$ cat src/hw/rtl/chfa_pkg.sv
package chfa_pkg;

  localparam int CORDIC_STEPS = 16;
  localparam int FRAC_BITS    = 6;

  localparam int IN_W       = 16;
  localparam int OUT_W      = 15;
  localparam int GUARD_BITS = 8;
  localparam int ANG_FRAC   = 20;
  localparam int TABLE_LEN  = 24;
  localparam int HALF_TURN  = 180;
  localparam int FULL_TURN  = 360;

  localparam int NUM_CELLS = (CORDIC_STEPS < TABLE_LEN) ? CORDIC_STEPS : TABLE_LEN;
  localparam int STEP_W    = $clog2(TABLE_LEN);

  localparam int XY_W  = IN_W + 1 + GUARD_BITS + 2;
  localparam int ANG_W = 31;

  localparam longint HALF_ANG = longint'(HALF_TURN) << ANG_FRAC;
  localparam longint FULL_ANG = longint'(FULL_TURN) << ANG_FRAC;
  localparam longint RND_ANG  = longint'(1) << (ANG_FRAC - 1 - FRAC_BITS);
  localparam int     OUT_SH   = ANG_FRAC - FRAC_BITS;
  localparam longint FULL_Q   = longint'(FULL_TURN) << FRAC_BITS;
  localparam bit     FULL_Q_FITS = FULL_Q <= (longint'(1) << OUT_W);

  typedef struct packed {
    logic signed [XY_W-1:0]  x;
    logic signed [XY_W-1:0]  y;
    logic signed [ANG_W-1:0] ang;
  } stage_t;

  // Arctangent of 2^-i in degrees times 2^20, rounded to nearest.
  function automatic logic signed [ANG_W-1:0] atan_deg(input logic [STEP_W-1:0] i);
    logic signed [ANG_W-1:0] r;
    unique case (i)
      5'd0:    r = ANG_W'(47185920);
      5'd1:    r = ANG_W'(27855475);
      5'd2:    r = ANG_W'(14718068);
      5'd3:    r = ANG_W'(7471121);
      5'd4:    r = ANG_W'(3750058);
      5'd5:    r = ANG_W'(1876857);
      5'd6:    r = ANG_W'(938658);
      5'd7:    r = ANG_W'(469357);
      5'd8:    r = ANG_W'(234682);
      5'd9:    r = ANG_W'(117342);
      5'd10:   r = ANG_W'(58671);
      5'd11:   r = ANG_W'(29335);
      5'd12:   r = ANG_W'(14668);
      5'd13:   r = ANG_W'(7334);
      5'd14:   r = ANG_W'(3667);
      5'd15:   r = ANG_W'(1833);
      5'd16:   r = ANG_W'(917);
      5'd17:   r = ANG_W'(458);
      5'd18:   r = ANG_W'(229);
      5'd19:   r = ANG_W'(115);
      5'd20:   r = ANG_W'(57);
      5'd21:   r = ANG_W'(29);
      5'd22:   r = ANG_W'(14);
      5'd23:   r = ANG_W'(7);
      default: r = '0;
    endcase
    return r;
  endfunction

endpackage

$ cat src/hw/rtl/chfa_cell.sv
module chfa_cell (
  input  logic                                clk_i,
  input  logic                                rst_ni,
  input  logic                                en_i,
  input  logic [chfa_pkg::STEP_W-1:0]         step_i,
  input  logic                                valid_i,
  input  chfa_pkg::stage_t                    stage_i,
  output logic                                valid_o,
  output chfa_pkg::stage_t                    stage_o
);

  logic             valid_q;
  chfa_pkg::stage_t stage_q;
  chfa_pkg::stage_t stage_d;
  logic signed [chfa_pkg::XY_W-1:0]  xs;
  logic signed [chfa_pkg::XY_W-1:0]  ys;
  logic signed [chfa_pkg::ANG_W-1:0] da;

  always_comb begin
    xs = stage_i.x >>> step_i;
    ys = stage_i.y >>> step_i;
    da = chfa_pkg::atan_deg(step_i);
    if (!stage_i.y[chfa_pkg::XY_W-1]) begin
      stage_d.x   = stage_i.x + ys;
      stage_d.y   = stage_i.y - xs;
      stage_d.ang = stage_i.ang + da;
    end else begin
      stage_d.x   = stage_i.x - ys;
      stage_d.y   = stage_i.y + xs;
      stage_d.ang = stage_i.ang - da;
    end
  end

  always_ff @(posedge clk_i or negedge rst_ni) begin
    if (!rst_ni) begin
      valid_q <= 1'b0;
    end else if (en_i) begin
      valid_q <= valid_i;
    end
  end

  always_ff @(posedge clk_i) begin
    if (en_i) begin
      stage_q <= stage_d;
    end
  end

  assign valid_o = valid_q;
  assign stage_o = stage_q;

endmodule

$ cat config.mk
export PLATFORM = sky130hd
export DESIGN_NAME = chfa_cell
export DESIGN_NICKNAME = d
export VERILOG_FILES = /design/src/hw/rtl/chfa_pkg.sv /design/src/hw/rtl/chfa_cell.sv
export SDC_FILE = /design/constraint.sdc
export NUM_CORES = 1
export LEC_CHECK = 0
export BUFFER_PORTS_ARGS = -buffer_cell sky130_fd_sc_hd__buf_2
export CAP_MARGIN = 20
export CORE_MARGIN = 2
export CORE_UTILIZATION = 31
export DETAILED_ROUTE_END_ITERATION = 8
export PLACE_DENSITY = 0.55
export SYNTH_ARGS = -nofsm -noshare
export SYNTH_HDL_FRONTEND = slang
export SYNTH_SLANG_ARGS = --single-unit
export TNS_END_PERCENT = 10
$ cat constraint.sdc
create_clock -name clk_i -period 1 [get_ports clk_i]
set_clock_uncertainty 0.15 [all_clocks]
set_input_delay 0.05 -clock clk_i [delete_from_list [all_inputs] [get_ports clk_i]]
set_output_delay 0.05 -clock clk_i [all_outputs]
set_load 0.01 [all_outputs]
# Yosys cells after proc, flatten, opt, wreduce, memory -nomap -nowiden
# Memories as Yosys holds them, arrays and structs flattened.
# Index checks and enable logic that the tools add are counted.
[totals]
mem_bits_ro = 832
elab_cells = 14
n_memories = 1
ff_bits = 86
[op_classes]
add_sub_neg = 6
shift = 2
muxes = 1
[mem_list]
columns = ["memory", "depth", "width", "read_ports", "rd_ports_with_merged_regs", "write_ports", "line_no", "text"]
rows = [
  ["(no name shown)", 32, 26, 1, 0, 0, "chfa_pkg.sv:36", "unique case (i)"],
]
[op_table]
columns = ["operator", "n"]
rows = [
  ["$mux W85", 1],
  ["$add A27 B27 Y27", 2],
  ["$sshr A27 B5 Y27", 2],
  ["$sub A27 B27 Y27", 2],
  ["$add A31 B31 Y31", 1],
  ["$sub A31 B31 Y31", 1],
]

# Longest topological paths before layout
[logic_depth]
depth_word = 3
mapped_depth = 27
depth_no_buf = 22

# Worst setup path after synthesis
# No wires, ideal clock.
[synth_path]
kind = "in2reg"
startpoint = "in step_i[0] in the netlist's numbering"
endpoint = "reg stage_q (netlist bit stage_o[57]) (data pin)"
slack_ns = -4.845
arrival_time_ns = 5.427
cell_stages = 23
required_ns = 0.582
cell_sequence = "buf_6 -> buf_6 -> buf_6 -> buf_6 -> mux4_2 -> mux4_2 -> mux2_2 -> inv_1 -> ha_1 -> nand3b_1 -> nor4_1 -> and2_1 -> nor2b_1 -> nor4_1 -> a221o_1 -> ha_1 -> a21oi_1 -> nor4bb_1 -> nor4_1 -> a211o_1 -> or4_1 -> a31oi_1 -> xnor3_1"
[synth_lines]
columns = ["item", "line_no", "text"]
rows = [
  ["start, declared", "chfa_cell.sv:5", "input logic [chfa_pkg::STEP_W-1:0] step_i,"],
  ["end signal, assigned", "chfa_cell.sv:44", "stage_q <= stage_d;"],
  ["end, declared", "chfa_cell.sv:13", "chfa_pkg::stage_t stage_q;"],
]

==> results.yml <==
outcome:
  status: "finished with violations"
  failed_checks: "hold timing, setup timing"
critical_path:
  critical_path_class: "input port to flip-flop"
  r2r-start: "valid_o$_DFFE_PN0P_"
  cp.required_ps: 980
  cp_max_fo: 5
  r2r_end: "valid_o$_DFFE_PN0P_"
  setup.worst_path.start: "step_i[0]"
  crit_path_end: "stage_o[84]$_DFFE_PP_"
  worstPathArrival_ps: 5050
  r2r_cells: 1
  startpoint_type: "input port"
  ff2ff_setup_slack_ps: 120
  worst_setup_path_end_kind: "flip-flop"
clock_network:
  root_buffer: "clkbuf_16"
  cts_tree: "yes"
  cts.sinks: 86
  cts_max_path_buffers: 2
  path_clk_slew_ps: 70
  htree_levels: 3
  clock_latency_ps: 390
  holdBufCountCts: 4
  numCtsBuffers: 9
floorplan:
  fp.dieH_um: 208
  core_area_um2: 40900
  die_w_um: 208
  ioPinCount: 180
  die_area_um2: 43100
  rows: 74
  initial_utilization: 0.314
global_route:
  antenna_found_initial: 0
  grt.overflow.total: 0
  grt_pass1_wl_um: 83100
  first_global_vias: 14900
  grt_max_degree: 44
  grt.total_usage: 0.242
yosys:
  synthFlopType: "edfxtp_1"
  yosysWarnings: 0
  syn_inst: 1436
  synth-seq-cells: 86
  syn_area_um2: 12900
  seq_area_frac_synth: 0.200
  async_reset_ff_frac: 0.0116
  synth_top_area_frac: 0.198
  synth_nets: 1630
  synth.distinct_cells: 87
  synth_top_area_cell: "edfxtp_1"
  synth.area.top_cells: "edfxtp_1, mux4_2, ha_1"
  netlist_top_cells_count: "nor2_1, a21oi_1, nand2_1"
  syn_area_per_cell_um2: 8.96
  synth_edf_count: 85
  yosysMostFrequentCell: "nor2_1"
power_and_ir_drop:
  leakage_nw: 9.47
  worst_ir_drop_vdd_mv: 0.990
  power_density_nw_per_um2: 1240
placement:
  hpwl_um: 42100
  port_buffers: 179
  place_ws_ps: -4660
  gp_congestion: 0.967
cells_and_area:
  antenna_cells: 0
  drive_above_1_share: 0.534
  fin_nets: 2408
  multi_input_area_um2: 10900
  synthToLayoutAreaGrowth_pct: 63.1
  seq_area_um2: 2580
  nFillCells: 3841
timing:
  fin_hold_ws_ps: -99.1
  worst_pin_slew_ps: 686
  slew_headroom: 0.543
  max_freq_ghz: 0.197
  finalCritPeriodShare: 5.07
  period_minus_slack_ps: 5070
  slew_viol_final: 0
  finalSetupViolCount: 171
  setup_ws_ps: -4070
  hold_viol: 12
  rsz0062_at_grt: "true"
drt:
  wl_um: 53800
  num_vias: 14800
  ant_nets: 0
  dr.pass1.iters: 5
  drt_iter0_drc: 1278
  wl_per_cell_um: 19.6
  viasPerCell: 5.39
  drc_errors: 0
flow_run:
  cap_viol_max_count: 0
min_path:
  hold_path_class: "input port to flip-flop"
  timing.hold.worst_path_depth: 2
-- state kept, by name (all words and copies together), names as in the netlist --
signal   cells
valid_o      1
stage_o     85
-- layer usage --
| metal | wire length [µm] | global-route usage | part of all wire |
|---|---|---|---|
| met3 | 2700 | 0.0316 | 0.050 |
| met1 | 24600 | 0.338 | 0.46 |
| met5 | 0 | 0 | 0 |
| met4 | 1350 | 0.0753 | 0.025 |
| met2 | 25200 | 0.390 | 0.47 |
-- per-stage QoR --
step,area [µm²],power [mW],utilization,instances,TNS (ps)
final,21000,26.0,0.513,2751,-268590
after global routing,21000,27.6,0.513,2751,-284200
after CTS,20100,25.1,0.490,2722,-260670
after detailed placement,18700,20.1,0.456,2645,-306280
after global placement,18700,19.9,0.456,2645,-302490
after floorplan,13100,13.3,-,1436,-270240
-- how the worst min path moves through the flow --
stage / start / endpoint / slack, ps
floorplan: rst_ni / valid_o$_DFFE_PN0P_ / -400
global placement: rst_ni / valid_o$_DFFE_PN0P_ / -320
detailed placement: rst_ni / valid_o$_DFFE_PN0P_ / -320
CTS: en_i / stage_o[11]$_DFFE_PP_ / -110
global route: en_i / stage_o[11]$_DFFE_PP_ / -90
finish: en_i / stage_o[11]$_DFFE_PP_ / -100
-- where the power goes --
part	switching [mW]	internal [mW]	total, mW
registers	0.216	5.26	5.48
logic	8.12	8.65	16.8
clock network	1.54	2.18	3.71
-- cell families after synthesis --
family | count (synthesis) | synth area share
adders and majority gates | 100 | 0.0990
AOI/OAI and AO/OA | 424 | 0.216
DFF | 86 | 0.200
muxes | 143 | 0.187
buffers and inverters | 130 | 0.0450
xor gates and xnor gates | 132 | 0.0909
and+or+nand+nor | 421 | 0.162
-- worst max-delay path: stages --
cell and delay [ps]:
buf_16 120, buf_12 130, buf_6 110, buf_6 120
mux2_4 290, mux4_2 530, buf_6 140, mux4_2 510
a21oi_4 250, nand4b_4 150, buf_6 150, nor4b_4 280
buf_4 180, nand2_1 50, nand4_1 80, o211ai_1 160
ha_1 390, a21o_1 200, a21o_1 190, nor3_2 180
and3_4 240, nor3_4 40, a2111oi_2 280, buf_4 170
xnor2_2 50
-- area by class of cell --
type | instances | area share
Clock inverter | 4 | 0.00340
Multi-Input combinational cell | 1220 | 0.520
Inverter | 49 | 0.00924
Sequential cell | 86 | 0.123
Clock buffer | 12 | 0.0113
Tap cell | 532 | 0.0317
Timing Repair Buffer | 848 | 0.302
-- cell usage in the layout (no fill, tap or decap), types with 15 or more instances in the layout --
master and n:
o21ai_1 21, o21a_1 18, nand3_1 15, a21oi_2 37
nor3_1 24, a21oi_1 77, o21ai_0 44, inv_1 38
mux4_2 71, xnor2_1 78, ha_1 72, a21o_1 44
nand2b_1 18, nand4_1 16, xor2_1 44, buf_4 609
buf_2 173, nor2_1 110, edfxtp_1 85, buf_6 44
nand2_1 102, o211ai_1 16, mux2i_1 45
-- repair_timing --
item / in CTS / in global routing
gates cloned: 1 / 0
hold endpoints to repair: 14 / 11
buffers inserted: 57 / 37
endpoints found under the setup margin: 171 / 171
pin swaps: 110 / 116
gates resized for setup: 160 / 156
Note: power is estimated with default switching activity, not from simulation.
