===== src/hw/rtl/chfa_pkg.sv =====
package chfa_pkg;

  localparam int CORDIC_STEPS = 16;
  localparam int FRAC_BITS    = 6;

  localparam int IN_W       = 16;
  localparam int OUT_W      = 15;
  localparam int GUARD_BITS = 8;
  localparam int ANG_FRAC   = 20;
  localparam int TABLE_LEN  = 24;
  localparam int HALF_TURN  = 180;
  localparam int FULL_TURN  = 360;

  localparam int NUM_CELLS = (CORDIC_STEPS < TABLE_LEN) ? CORDIC_STEPS : TABLE_LEN;
  localparam int STEP_W    = $clog2(TABLE_LEN);

  localparam int XY_W  = IN_W + 1 + GUARD_BITS + 2;
  localparam int ANG_W = 31;

  localparam longint HALF_ANG = longint'(HALF_TURN) << ANG_FRAC;
  localparam longint FULL_ANG = longint'(FULL_TURN) << ANG_FRAC;
  localparam longint RND_ANG  = longint'(1) << (ANG_FRAC - 1 - FRAC_BITS);
  localparam int     OUT_SH   = ANG_FRAC - FRAC_BITS;
  localparam longint FULL_Q   = longint'(FULL_TURN) << FRAC_BITS;
  localparam bit     FULL_Q_FITS = FULL_Q <= (longint'(1) << OUT_W);

  typedef struct packed {
    logic signed [XY_W-1:0]  x;
    logic signed [XY_W-1:0]  y;
    logic signed [ANG_W-1:0] ang;
  } stage_t;

  // Arctangent of 2^-i in degrees times 2^20, rounded to nearest.
  function automatic logic signed [ANG_W-1:0] atan_deg(input logic [STEP_W-1:0] i);
    logic signed [ANG_W-1:0] r;
    unique case (i)
      5'd0:    r = ANG_W'(47185920);
      5'd1:    r = ANG_W'(27855475);
      5'd2:    r = ANG_W'(14718068);
      5'd3:    r = ANG_W'(7471121);
      5'd4:    r = ANG_W'(3750058);
      5'd5:    r = ANG_W'(1876857);
      5'd6:    r = ANG_W'(938658);
      5'd7:    r = ANG_W'(469357);
      5'd8:    r = ANG_W'(234682);
      5'd9:    r = ANG_W'(117342);
      5'd10:   r = ANG_W'(58671);
      5'd11:   r = ANG_W'(29335);
      5'd12:   r = ANG_W'(14668);
      5'd13:   r = ANG_W'(7334);
      5'd14:   r = ANG_W'(3667);
      5'd15:   r = ANG_W'(1833);
      5'd16:   r = ANG_W'(917);
      5'd17:   r = ANG_W'(458);
      5'd18:   r = ANG_W'(229);
      5'd19:   r = ANG_W'(115);
      5'd20:   r = ANG_W'(57);
      5'd21:   r = ANG_W'(29);
      5'd22:   r = ANG_W'(14);
      5'd23:   r = ANG_W'(7);
      default: r = '0;
    endcase
    return r;
  endfunction

endpackage


===== src/hw/rtl/chfa_wrap.sv =====
module chfa_wrap (
  input  logic                             clk_i,
  input  logic                             rst_ni,
  input  logic                             en_i,
  input  logic                             valid_i,
  input  chfa_pkg::stage_t                 stage_i,
  output logic                             valid_o,
  output logic [chfa_pkg::OUT_W-1:0]       heading_o
);

  localparam logic signed [chfa_pkg::ANG_W-1:0] Full = chfa_pkg::ANG_W'(chfa_pkg::FULL_ANG);
  localparam logic signed [chfa_pkg::ANG_W-1:0] Rnd  = chfa_pkg::ANG_W'(chfa_pkg::RND_ANG);
  localparam logic signed [chfa_pkg::ANG_W-1:0] FullQ = chfa_pkg::ANG_W'(chfa_pkg::FULL_Q);

  logic                              valid_q;
  logic [chfa_pkg::OUT_W-1:0]        heading_q;
  logic [chfa_pkg::OUT_W-1:0]        heading_d;
  logic signed [chfa_pkg::ANG_W-1:0] ang_w;
  logic signed [chfa_pkg::ANG_W-1:0] ang_r;
  logic signed [chfa_pkg::ANG_W-1:0] h;

  always_comb begin
    ang_w = stage_i.ang;
    if (ang_w < 0) begin
      ang_w = ang_w + Full;
    end
    if (ang_w >= Full) begin
      ang_w = ang_w - Full;
    end
    ang_r = ang_w + Rnd;
    h     = ang_r >>> chfa_pkg::OUT_SH;
    if (h >= FullQ) begin
      h = '0;
    end
    heading_d = h[chfa_pkg::OUT_W-1:0];
  end

  always_ff @(posedge clk_i or negedge rst_ni) begin
    if (!rst_ni) begin
      valid_q <= 1'b0;
    end else if (en_i) begin
      valid_q <= valid_i;
    end
  end

  always_ff @(posedge clk_i) begin
    if (en_i) begin
      heading_q <= heading_d;
    end
  end

  assign valid_o   = valid_q;
  assign heading_o = heading_q;

endmodule


===== config.mk =====
export PLATFORM = sky130hd
export DESIGN_NAME = chfa_wrap
export DESIGN_NICKNAME = d
export VERILOG_FILES = /design/src/hw/rtl/chfa_pkg.sv /design/src/hw/rtl/chfa_wrap.sv
export SDC_FILE = /design/constraint.sdc
export NUM_CORES = 1
export LEC_CHECK = 0
export ABC_AREA = 1
export BUFFER_PORTS_ARGS = -buffer_cell sky130_fd_sc_hd__buf_4
export CORE_MARGIN = 3
export CORE_UTILIZATION = 46
export DETAILED_ROUTE_END_ITERATION = 10
export PLACE_DENSITY = 0.87
export SYNTH_ARGS = -nofsm -noshare
export SYNTH_HDL_FRONTEND = slang
export SYNTH_SLANG_ARGS = --single-unit

===== constraint.sdc =====
create_clock -name clk_i -period 1.75 [get_ports clk_i]
set_clock_uncertainty 0.05 [all_clocks]
set_input_delay 0 -clock clk_i [delete_from_list [all_inputs] [get_ports clk_i]]
set_output_delay 0 -clock clk_i [all_outputs]
set_load 0.1 [all_outputs]

## After elaboration in Yosys (flattened, before gate mapping)

Index checks and enable logic that the tools add are counted.

- $lt $le $gt $ge: 3
- Muxes and demuxes: 2
- Add/sub/neg operators: 3

Operators by type and width:

| kind | count |
|---|---|
| 31-bit two-way mux | 2 |
| 31-bit by 15-bit adder with 31-bit output, second input constant | 1 |
| 31-bit by 30-bit adder with 31-bit output, second input constant | 1 |
| 31-bit by 30-bit greater-or-equal comparator with 1-bit output, second input constant | 1 |
| 31-bit by 1-bit less-than comparator with 1-bit output, second input constant | 1 |
| 31-bit by 30-bit subtractor with 31-bit output, second input constant | 1 |
| 17-bit by 16-bit greater-or-equal comparator with 1-bit output, second input constant | 1 |

- Input bits: 89
- Logic and storage cells: 10
- Output and inout bits: 16
- Register bits after elaboration: 16

## Longest topological paths before layout

- Depth in word-level cells: 6
- Gate-level depth with buffers: 24

## Worst setup path before layout

OpenSTA, ideal clock, no wires.

- Path kind: input -> register
- Start point: input stage_i[23] in the netlist's numbering
- End point: register heading_q, in the netlist heading_o[0], data pin
- Cell stages on the path: 22
- Data required time: 1.438 ns
- Path slack: -0.737 ns
- Buffers on the path: 1
- Setup time: 0.262 ns
- Arrival time: 2.176 ns
- Path through: ha_1 > nand2_1 > o21ai_1 > inv_1 > ha_1 > a21oi_1 > nand2_1 > nand2_1 > nand2_2 > nand2_2 > nand2_4 > nand3_1 > nand2_2 > nor2_4 > nand2_2 > inv_2 > nand2_1 > xnor2_1 > nand2_2 > nand2_4 > buf_12 > a21oi_2

- Word-level cells in the longest chain between the ends: 6
- Elaborated cells between the ends (all ways): 8
- Classes of those cells: add/sub: 3; order compare: 3; mux: 2

Ends and longest elaborated chain:

| item | line | text |
|---|---|---|
| from (decl) | chfa_wrap.sv:6 | `input chfa_pkg::stage_t stage_i,` |
| 31-bit by 30-bit adder with 31-bit output / 31-bit by 1-bit less-than comparator with 1-bit output (equally long branches) | chfa_wrap.sv:25, chfa_wrap.sv:24 |  |
| 31-bit two-way mux * | chfa_wrap.sv:24 | `if (ang_w < 0) begin` |
| 31-bit by 30-bit subtractor with 31-bit output / 31-bit by 30-bit greater-or-equal comparator with 1-bit output (equally long branches) | chfa_wrap.sv:28, chfa_wrap.sv:27 |  |
| 31-bit two-way mux * | chfa_wrap.sv:27 | `if (ang_w >= Full) begin` |
| 31-bit by 15-bit adder with 31-bit output * | chfa_wrap.sv:30 | `ang_r = ang_w + Rnd;` |
| 17-bit by 16-bit greater-or-equal comparator with 1-bit output | chfa_wrap.sv:32 | `if (h >= FullQ) begin` |
| to (signal assigned) | chfa_wrap.sv:48 | `heading_q <= heading_d;` |
| to (decl) | chfa_wrap.sv:16 | `logic [chfa_pkg::OUT_W-1:0] heading_q;` |

Every way passes the cells marked *; elsewhere a longest branch is shown, timed or not.
A chain may end at the register's enable or synchronous reset.

## Final worst setup path

- Start point: input stage_i[23] in the netlist's numbering
- End point: register heading_q, in the netlist heading_o[8], data pin

The elaborated chain is that of the path after synthesis.

==> impl_summary.txt <==
----------------------------------------------------
[STA]
  Worst hold slack across all endpoints ... 29.1 ps
  Unrepaired setup endpoints after global routing ... yes
  Portion of the clock cycle consumed by the worst path in the final layout ... 1.34
  Achievable clock frequency ... 427 MHz
  Endpoints failing setup ... 15
  Worst Max-Slew Pin Slew ... 489 ps
  Final max-slew violation count ... 0
  Relative max-transition margin ... 0.673
  Worst setup margin ... -593 ps
  Shortest clock period the worst path allows after layout ... 2340 ps
  Count of endpoints failing hold in the final timing report ... 0

[Power and ir drop]
  Worst IR drop on VDD ... 268 uV
  Leakage power summed over all cells ... 0.00126 uW
  Pwr Density ... 763 mW/mm^2

[Finish]
  Fraction of final layout cells with drive strength greater than 1 ... 0.535
  Layout net count ... 407
  Sequential cell area ... 475 sq um
  Layout filler cell count ... 207
  Post-synthesis to final-layout area growth ... 61.3%
  Diodes inserted ... 0
  Total non-filler cell area in the finished layout ... 0.00257 sq mm
  Multi-input gate area in the final layout ... 0.00111 sq mm

[Placement]
  DP Wirelength ... 3.10 mm
  Setup Slack @ Placement ... -907 ps
  Total placed instance area ... 0.00234 sq mm
  Port Buffers ... 50
  Placer congestion estimate ... 0.832

[Setup path]
  Worst path required time ... 1730 ps
  Worst path arrival time ... 2330 ps
  Critical Path Max Stage Delay ... 250 ps
  Sort of element at the start of the critical path ... primary input
  Crit Path Class ... primary input to flip-flop
  Sequence of cells on the critical path ... buf_8 -> ha_4 -> nand2_2 -> o21ai_2 -> inv_1 -> ha_2 -> a21oi_2 -> nand2_1 -> nand2_2 -> nand2_2 -> nand2_4 -> nand2_8 -> nand3_4 -> nand2_4 -> nor2_4 -> nand2_2 -> inv_2 -> nand2_2 -> xnor2_2 -> nand2_2 -> nand2_4 -> a21oi_2
  Most frequent CP cell ... nand2_2
  Largest fanout of any net on the critical path ... 8
  Cell with the biggest individual delay on the critical path ... ha_4
  Critical Path Sink Type ... flip-flop

[CTS]
  H-Tree Depth ... 1
  Number of clock sinks seen by CTS ... 16
  Clock Pin Slew Worst Setup and Hold Paths ... 80 ps
  Library cell used as clock root buffer ... clkbuf_4
  CTS tree ... built
  Clock latency reported for the late side of the worst-skew pair ... 270 ps
  Deepest clock path buffer count ... 2
  CTS buffer count ... 3

[Synthesis]
  Post-synth design cell area ... 0.00159 sq mm
  Share of Yosys cell area claimed by the top area cell type ... 0.283
  Most area-consuming cells after synthesis ... edfxtp_1 28%, nand2_1 11%, nor2_1 6.8%
  Avg Synthesized Cell Area ... 7.55 sq um
  Number of flip-flops and latches in the synthesized netlist ... 16
  Leading register cell type out of synthesis ... edfxtp_1
  Dominant combinational cell family by area after synthesis ... simple AND/OR/NAND/NOR gates
  Number of synthesized flops with an enable pin ... 15
  Cell accounting for the most synthesized area ... edfxtp_1
  Synthesized-area fraction occupied by ao, oa, aoi and oai cells ... 0.104
  Proportion of synthesized flip-flops having asynchronous set or reset ... 0.0625
  Commonest cells in the netlist ... 45 x nand2_1, 29 x nor2_1, 24 x inv_1
  Share of the yosys chip area belonging to registers ... 0.299
  Share of synthesized area spent on multiplexers ... 0.00707
  Basic-gate share of the synthesized area counting and, or, nand and nor cells ... 0.379
  Number of library cell types mapped by synthesis ... 31
  Number of nets produced by synthesis ... 303
  YS warnings ... 0
  XOR/XNOR share of the synthesized area ... 0.0911
  Share of synthesized cell area in full adder, half adder and majority cells ... 0.0236
  Syn Inst Count ... 211
  Most common cell in the synthesized netlist ... nand2_1

[Floorplan]
  Overall die area ... 0.00420 sq mm
  Chip Width ... 64.8 microns
  Number of top-level design ports ... 105
  Die height ... 64.8 microns
  Cell Rows ... 20
  Core area ... 0.00318 sq mm
  Initial core utilization ... 0.501

[Hold path]
  Worst hold path class ... primary input to flip-flop

[Outcome]
  Failing checks ... setup timing
  Outcome ... complete, but fails checks

[Detailed routing]
  Antenna-violating nets left ... 0
  Aggregate routed wire length ... 4.36 mm
  Iteration-0 DRC count of the detailed router ... 49
  Number of DRC violations after detailed routing ... 0
  Routed via count ... 1758
  Post-DR vias/cell ... 4.91
  Routed WL per cell ... 12.2 microns
  TritonRoute pass-1 iters ... 4

[GRT]
  Number of antenna violations at the first check in global routing ... 0
  Number of global-route vias before repair ... 1718
  Total global routing overflow ... 0
  Overall global routing resource usage ... 0.208
  Global-route wire length before repair ... 6.93 mm
  Maximum number of pins on one net before global-route repair ... 17

[Run]
  Number of max-cap violations ... 0

----------------------------------------------------
[repair_timing]
action | 4_1_cts | 5_1_grt
endpoints found under the hold margin | 2 | 0
pin swaps | 14 | 12
gates cloned | 2 | 0
endpoints found under the setup margin | 15 | 15
buffers inserted | 6 | 2
hold buffers | 3 | 0
gates resized for setup | 14 | 9
[cells in the final DEF (no fill, tap or decap), types with 2 or more instances in the layout]
| cell | synthesis | final |
|---|---|---|
| nand2_1 | 45 | 41 |
| o21ai_2 | 1 | 2 |
| xor2_2 | 2 | 2 |
| edfxtp_1 | 15 | 15 |
| inv_2 | 7 | 8 |
| a21oi_1 | 9 | 3 |
| nand2_4 | 2 | 7 |
| nand3_4 | 1 | 3 |
| nand3_2 | 6 | 6 |
| nand2_8 | 1 | 2 |
| nor2_4 | 2 | 2 |
| xnor2_1 | 4 | 3 |
| clkbuf_4 | 0 | 3 |
| nand3_1 | 12 | 10 |
| buf_4 | 0 | 94 |
| inv_1 | 24 | 23 |
| nand2_2 | 13 | 13 |
| o21ai_1 | 4 | 3 |
| xor2_1 | 7 | 7 |
| nor2_1 | 29 | 28 |
| dlygate4sd3_1 | 0 | 3 |
| a21oi_2 | 10 | 16 |
| nor3_1 | 2 | 2 |
| nand4_1 | 3 | 3 |
[through the flow]
step           cells   util  setup TNS (ps)  total power (uW)
6_report         358  0.808           -8720              1960
2_1_floorplan    211      -           -9380              1350
3_5_place_dp     341  0.735          -13130              1660
3_3_place_gp     341  0.735          -11800              1640
4_1_cts          356  0.789           -7470              1910
5_1_grt          358  0.808          -11710              2060
[critical path, delay by kind of cell]
family	cells	cell delay, ps
simple gates	13	1260
buf+inv	3	230
compound gates	3	220
xor+xnor	1	180
fa+ha+maj	2	430
[state kept, by name, summed over array words and instances (netlist names)]
register	cells
heading_o	15
valid_o	1
[path summary, 6_finish.rpt]
path / start / endpoint / slack (ps) / cells after the start
worst max-delay path: stage_i[23] / heading_o[8]$_SDFFCE_PP0P_ / -590 / 22
max in group asynchronous: rst_ni / valid_o$_DFFE_PN0P_ / 1030 / 3
worst min-delay path: en_i / heading_o[1]$_SDFFCE_PP0P_ / 30 / 1
min in group asynchronous: rst_ni / valid_o$_DFFE_PN0P_ / 520 / 3
worst max register to register: valid_o$_DFFE_PN0P_ / valid_o$_DFFE_PN0P_ / 950 / 1
worst min register to register: valid_o$_DFFE_PN0P_ / valid_o$_DFFE_PN0P_ / 480 / 1
[cells by family (layout without fill, tap and decap cells)]
family / count (synthesis) / count (layout)
AOI/OAI and AO/OA: 25 / 25
xor gates and xnor gates: 14 / 14
adders and majority gates: 3 / 3
buffers and inverters: 34 / 135
DFF: 16 / 16
muxes: 1 / 1
and+or+nand+nor: 118 / 120
[layer usage]
layer / global-route usage / wire length, microns
met1: 0.209 / 1620
met2: 0.414 / 2350
met3: 0.0156 / 205
met4: 0.111 / 181
met5: 0 / 0
[power by group]
group | leakage, uW | switching (uW) | internal [uW]
combinational | 0.00108 | 835 | 428
sequential | 0.000157 | 14.4 | 494
clock | 0.0000150 | 98.5 | 88.4
total | 0.00126 | 948 | 1010
[layout make-up]
cell class	instances	share of cell area
multi-input combinational	163	0.434
tap	44	0.0214
clock buffer	4	0.0102
sequential	16	0.185
timing repair buffer	100	0.304
inverter	31	0.0453
Note: power is estimated with default switching activity, not from simulation.
